## src/sv/yuvds_pkg.sv

```systemverilog
// ============================================================================
// yuvds_pkg
// Shared types and constants for the 4:4:4 to 4:2:0 chroma downsampler.
// ============================================================================
package yuvds_pkg;

    localparam int PIX_W     = 8;
    localparam int SUM_W     = 9;
    localparam int ADDR_W    = 25;
    localparam int CFG_W     = 12;
    localparam int CFG_IDX_W = 2;

    localparam int MAX_HALF_WIDTH_DEF  = 2048;
    localparam int MAX_HALF_HEIGHT_DEF = 2048;

    localparam logic [CFG_W-1:0] HALF_WIDTH_RST  = CFG_W'(320);
    localparam logic [CFG_W-1:0] HALF_HEIGHT_RST = CFG_W'(240);

    // configuration register indexes
    localparam logic [CFG_IDX_W-1:0] CFG_HALF_WIDTH  = CFG_IDX_W'(0);
    localparam logic [CFG_IDX_W-1:0] CFG_HALF_HEIGHT = CFG_IDX_W'(1);
    localparam logic [CFG_IDX_W-1:0] CFG_OUT_FORMAT  = CFG_IDX_W'(2);

    // output layout
    localparam logic FMT_I420 = 1'b0;
    localparam logic FMT_NV12 = 1'b1;

    // output queue of per-pixel records
    localparam int OQ_DEPTH = 4;
    localparam int OQ_PTR_W = $clog2(OQ_DEPTH);
    localparam int OQ_LVL_W = $clog2(OQ_DEPTH + 1);

    typedef struct packed {
        logic [PIX_W-1:0] luma_in;
        logic [PIX_W-1:0] cb_in;
        logic [PIX_W-1:0] cr_in;
    } t_in;

    typedef struct packed {
        logic [ADDR_W-1:0] byte_address;
        logic [PIX_W-1:0]  byte_value;
        logic              last_of_item;
    } t_out;

    // all bytes caused by one pixel
    typedef struct packed {
        logic              three;
        logic [ADDR_W-1:0] y_addr;
        logic [PIX_W-1:0]  y_val;
        logic [ADDR_W-1:0] u_addr;
        logic [PIX_W-1:0]  u_val;
        logic [ADDR_W-1:0] v_addr;
        logic [PIX_W-1:0]  v_val;
    } t_rec;

    typedef enum logic [1:0] {
        SLOT_Y,
        SLOT_U,
        SLOT_V
    } t_slot;

endpackage

```

## src/sv/yuvds_outq.sv

```systemverilog
// ============================================================================
// yuvds_outq
// Small queue of per-pixel byte records and the serializer that sends them
// out one byte per transaction.
// ============================================================================
module yuvds_outq (
    input  logic                          i_clk,
    input  logic                          i_rst_n,
    input  logic                          i_push,
    input  yuvds_pkg::t_rec               i_rec,
    output logic [yuvds_pkg::OQ_LVL_W-1:0] o_level,
    output logic                          o_valid,
    input  logic                          i_stall,
    output yuvds_pkg::t_out               o_data
);

    yuvds_pkg::t_rec                      r_q [yuvds_pkg::OQ_DEPTH];
    logic [yuvds_pkg::OQ_PTR_W-1:0]       r_wr_ptr;
    logic [yuvds_pkg::OQ_PTR_W-1:0]       r_rd_ptr;
    logic [yuvds_pkg::OQ_LVL_W-1:0]       r_level;
    yuvds_pkg::t_slot                     r_slot;
    yuvds_pkg::t_slot                     n_slot;
    yuvds_pkg::t_rec                      head;
    logic                                 take;
    logic                                 pop;

    assign head    = r_q[r_rd_ptr];
    assign o_valid = (r_level != '0);
    assign take    = o_valid && !i_stall;

    // next slot
    always_comb begin
        n_slot = r_slot;
        pop    = 1'b0;
        if (take) begin
            case (r_slot)
                yuvds_pkg::SLOT_Y: begin
                    if (head.three) begin
                        n_slot = yuvds_pkg::SLOT_U;
                    end else begin
                        pop = 1'b1;
                    end
                end
                yuvds_pkg::SLOT_U: n_slot = yuvds_pkg::SLOT_V;
                yuvds_pkg::SLOT_V: begin
                    n_slot = yuvds_pkg::SLOT_Y;
                    pop    = 1'b1;
                end
                default: n_slot = yuvds_pkg::SLOT_Y;
            endcase
        end
    end

    // byte selection
    always_comb begin
        case (r_slot)
            yuvds_pkg::SLOT_U: begin
                o_data.byte_address = head.u_addr;
                o_data.byte_value   = head.u_val;
                o_data.last_of_item = 1'b0;
            end
            yuvds_pkg::SLOT_V: begin
                o_data.byte_address = head.v_addr;
                o_data.byte_value   = head.v_val;
                o_data.last_of_item = 1'b1;
            end
            default: begin
                o_data.byte_address = head.y_addr;
                o_data.byte_value   = head.y_val;
                o_data.last_of_item = !head.three;
            end
        endcase
    end

    always_ff @(posedge i_clk) begin
        if (!i_rst_n) begin
            r_wr_ptr <= '0;
            r_rd_ptr <= '0;
            r_level  <= '0;
            r_slot   <= yuvds_pkg::SLOT_Y;
        end else begin
            r_slot <= n_slot;
            if (i_push) begin
                r_wr_ptr <= r_wr_ptr + 1'b1;
            end
            if (pop) begin
                r_rd_ptr <= r_rd_ptr + 1'b1;
            end
            case ({i_push, pop})
                2'b10:   r_level <= r_level + 1'b1;
                2'b01:   r_level <= r_level - 1'b1;
                default: r_level <= r_level;
            endcase
        end
    end

    always_ff @(posedge i_clk) begin
        if (i_push) begin
            r_q[r_wr_ptr] <= i_rec;
        end
    end

    assign o_level = r_level;

endmodule

```

## config.mk

```make
export PLATFORM = sky130hd
export DESIGN_NAME = yuvds_outq
export DESIGN_NICKNAME = d
export VERILOG_FILES = /design/src/sv/yuvds_pkg.sv /design/src/sv/yuvds_outq.sv
export SDC_FILE = /design/constraint.sdc
export NUM_CORES = 1
export LEC_CHECK = 0
export BUFFER_PORTS_ARGS = -buffer_cell sky130_fd_sc_hd__buf_2
export CAP_MARGIN = 20
export CORE_MARGIN = 8
export CORE_UTILIZATION = 45
export CTS_CLUSTER_DIAMETER = 120
export CTS_CLUSTER_SIZE = 16
export DETAILED_ROUTE_END_ITERATION = 10
export HOLD_SLACK_MARGIN = 0.02
export PLACE_DENSITY = 0.73
export SETUP_SLACK_MARGIN = 0.4
export SYNTH_ARGS = -nofsm -noshare
export SYNTH_HDL_FRONTEND = slang
export SYNTH_SLANG_ARGS = --single-unit
```

## constraint.sdc

```tcl
create_clock -name i_clk -period 4 [get_ports i_clk]
set_clock_uncertainty 0.15 [all_clocks]
set_input_delay 0.8 -clock i_clk [delete_from_list [all_inputs] [get_ports i_clk]]
set_output_delay 0.8 -clock i_clk [all_outputs]
set_load 0.1 [all_outputs]
```

Yosys cells after proc, flatten, opt, wreduce, memory -nomap -nowiden --
Memories as Yosys holds them, arrays and structs flattened. A register that Yosys moved wholly into a read port is not among the register bits. Cells that the tools add are included. W data, S select, Z words.
Storage, ports and cells: memories 1, RAM bits 400, bits in registers 9
Memories:
- r_q | depth 4, bits a word 100, read ports 1, clocked after memory_dff 1, write ports 1, RTL line yuvds_outq.sv:17 | yuvds_pkg::t_rec r_q [yuvds_pkg::OQ_DEPTH];
Operators by class: equality and inequality tests 5, mux-type cells 11, $add $sub $neg 4, reductions and logical operators 7
Operators with widths (number):
- $pmux W34 S2 | 1
- $mux W2 | 3
- $pmux W3 S2 | 1
- $add A2 B1 Y2 const B | 2
- $eq A2 B1 Y1 const B | 2
- $eq A2 B2 Y1 const B | 2
- $mux W1 | 4
- $pmux W2 S2 | 1
- $add A3 B1 Y3 const B | 1
- $reduce_bool A3 Y1 | 1
- $sub A3 B1 Y3 const B | 1
- $logic_not A1 Y1 | 2
- $logic_not A2 Y1 | 1
- $ne A2 B2 Y1 const B | 1
- $pmux W1 S2 | 1
- $reduce_and A2 Y1 | 1
- $reduce_bool A2 Y1 | 1
- $logic_and A1 B1 Y1 | 1

Depth between registers and ports, before layout --
depth after elaboration 5, depth in mapped cells 12, gate-level depth less buffers 11

Worst setup path before layout --
Ideal clock, no wire load.
kind register to output, start point register with a tool-made name, end point output port o_data[20] (netlist name), data required time 3.050 ns, arrival time 2.915 ns, stages on the path, launching flop included 7, path buffers 3, setup slack 0.135 ns, cell sequence dfxtp_1 > buf_2 > clkbuf_1 > clkbuf_1 > mux4_2 > nor2_1 > a21oi_1
RTL lines:
- to (decl) | RTL line yuvds_outq.sv:14 | output yuvds_pkg::t_out o_data

==> impl_metrics.tcl <==
set metrics [dict create \
    synth-compound-area-share_pct 3.12 \
    rrSetupSlack_ns 0.97 \
    critical_path_class "reg2out" \
    yosys.area.top_type "edfxtp_1" \
    slowest_stage "ha_4" \
    rows 68 \
    worst_pin_slew_ns 0.666 \
    netlist_area_um2 15600 \
    fin_crit_sh_pct 86.5 \
    p_int_mw 6.84 \
    port_buffers 141 \
    arrival_ns 2.51 \
    whs_endpoint "r_q[0][64]" \
    synth_ff_type "edfxtp_1" \
    fin_crit_ns 3.46 \
    drive_above_1_share_pct 36.2 \
    clk_path_buf_depth 3 \
    ys.warnings.count 0 \
    clock_latency_ns 0.55 \
    drtPass1Iterations 5 \
    p_clk_share_pct 27.8 \
    synth_seq_cells 411 \
    cts_tree "done" \
    max_cap_violations 0 \
    ioPinCount 142 \
    clkTransAtPathRegs_ns 0.07 \
    avgRoutedWirePerCell_um 23.7 \
    worstPathRequired_ns 3.05 \
    routed_wl_mm 31.5 \
    synthAdderAreaFrac_pct 0.852 \
    synth_top_family_by_area "multiplexers" \
    grt_use_total_pct 15.1 \
    syn-num-nets 820 \
    p_sw_share_pct 28.9 \
    place.gp.congestion 0.693 \
    grt.overflow.total 0 \
    power_density_nw_per_um2 537 \
    core_um2 34300 \
    synth_top_cell_area_share_pct 77.1 \
    yosys.area_share.simple_pct 1.40 \
    first_iter_violations 518 \
    ys_seq_area_share_pct 78.5 \
    cp_num_cells 6 \
    final_cell_mix "edfxtp_1 (400), buf_2 (138), mux4_2 (100), nor2_1 (41), a22oi_1 (31)" \
    setup.worst_path.end_class "output pin" \
    syn-instance-count 706 \
    ant_nets 0 \
    mostFrequentLayoutCell "edfxtp_1" \
    min-delay-start "i_rec[64]" \
    fmax_ghz 0.289 \
    hp-class "in2reg" \
    grt_max_degree 47 \
    power.leakage_nw 5.71 \
    critPathMaxFanout 15 \
    hold_viol_final 0 \
    p_total_mw 9.62 \
    p_seq_share_pct 51.9 \
    htree_levels 1 \
    grt_pass1_wl_mm 47.9 \
    synth.area.top_cells "edfxtp_1 (77%), mux4_2 (14%), a22oi_1 (1.6%)" \
    tns_ns 0 \
    critical-path-max-stage-delay_ns 0.54 \
    rsz0062_at_grt "no" \
    die-area_um2 40800 \
    reg2reg_to "o_level[2]" \
    synth_area_per_cell_um2 22.1 \
    muxShareOfSynthArea_pct 14.6 \
    crit_buf_inv 3 \
    p_sw_mw 2.78 \
    die_y_um 202 \
    cts_hold_buf 0 \
    drcViolationCount 0 \
    nNetsFinal 979 \
    reg2reg_depth 10 \
    cts_root_buf "clkbuf_16" \
    via_count 7428 \
    slew_headroom_pct 55.6 \
    path_cells "inv_1 -> ha_4 -> buf_16 -> nor2_1 -> a21oi_1 -> buf_2" \
    area_growth_pct 15.1 \
    finalMaxSlewViolations 0 \
    synth_edf_count 400 \
    antenna_found_initial 9 \
    place_hpwl_mm 18.7 \
    power_frac_comb_pct 20.3 \
    start_util_pct 45.4 \
    setup_viol 0 \
    cts_buffers 29 \
    hold_depth 1 \
    start_kind "flop" \
    status "complete, no violations" \
    async_flop_share_pct 0 \
    via_per_inst 5.58 \
    grt_pass1_vias 7857 \
    clock-sinks 411 \
    vdd.ir_drop.worst_mv 0.354 \
    fp.dieW_um 202 \
    synthXorXnorAreaFrac_pct 0.169 \
    cp_top_family "buffers and inverters" \
    synth_cell_type_count 26 \
]
## worst max-delay path by stage
stage,endpoint,startpoint,slack [ns]
2_1_floorplan,o_data[0],r_slot[0],0.40
3_3_place_gp,o_data[2],r_slot[0],0.96
3_5_place_dp,o_data[15],r_slot[0],0.91
4_1_cts,o_data[5],flop,0.41
5_1_grt,o_data[0],flop,0.40
6_report,o_data[17],r_slot[0],0.54
## Yosys cell counts, types with 2 or more instances
library cell	n
edfxtp_1	400
mux4_2	100
nor2_1	41
a21oi_1	40
a22oi_1	33
clkbuf_1	25
inv_1	12
buf_2	11
dfxtp_1	11
ha_1	9
and2_1	4
o21ai_0	3
mux2i_1	2
or3_1	2
xor2_1	2
## power groups by stage
stage / logic, mW / clock network, mW / registers, mW
floorplan: 1.46 / 0 / 5.12
global placement: 1.91 / 0 / 5.08
detailed placement: 1.93 / 0 / 5.09
CTS: 1.95 / 2.76 / 5.00
global route: 2.06 / 2.91 / 5.01
finish: 1.95 / 2.68 / 4.99
## per-layer routing
layer  vias to the layer above  GRT usage [%]  part of all wire, %
met5                         -              0                 0.29
met4                        14           3.37                  1.8
met3                        55           3.60                  6.7
met2                       234           24.1                   48
met1                      3875           20.9                   43
li1                       3250              -                    -
## state kept, by name, summed over array words and instances (netlist names), named ones only
register,count
r_slot,2
o_level,3
r_rd_ptr,2
r_wr_ptr,2
r_q,400
## timing repair
item,in CTS,in global routing
resized for setup,2,3
endpoints found under the setup margin,11,17
buffers inserted,1,2
pin swaps,1,1
## cells by family (layout without fill, tap and decap cells)
| family | count (synthesis) | after routing |
|---|---|---|
| buffers and inverters | 50 | 219 |
| other | 0 | 2 |
| muxes | 102 | 102 |
| AOI/OAI and AO/OA | 79 | 79 |
| adders and majority gates | 10 | 10 |
| xor gates and xnor gates | 3 | 3 |
| DFF | 411 | 411 |
| and+or+nand+nor | 51 | 51 |
## area by class of cell
type                       instances  area [um2]
antenna                            2        5.00
clock buffer                      40         767
multi-input combinational        245        3210
clock inverter                     1        30.0
sequential                       411       12200
timing repair buffer             165        1060
inverter                          13        48.8
tap                              455         569
fill                            2652       16400
## metrics by stage
step / instance area [um2] / hold slack (ns) / worst slack (ns) / std cells / util (%)
after floorplan: 15600 / 0.303 / 0.404 / 706 / -
after global placement: 17000 / 0.332 / 0.959 / 1286 / 49.7
after detailed placement: 17000 / 0.336 / 0.905 / 1286 / 49.7
after CTS: 17900 / 0.283 / 0.411 / 1328 / 52.1
after global routing: 17900 / 0.289 / 0.399 / 1331 / 52.3
final: 17900 / 0.318 / 0.542 / 1332 / 52.3
Power figures use the tool's default switching activity.
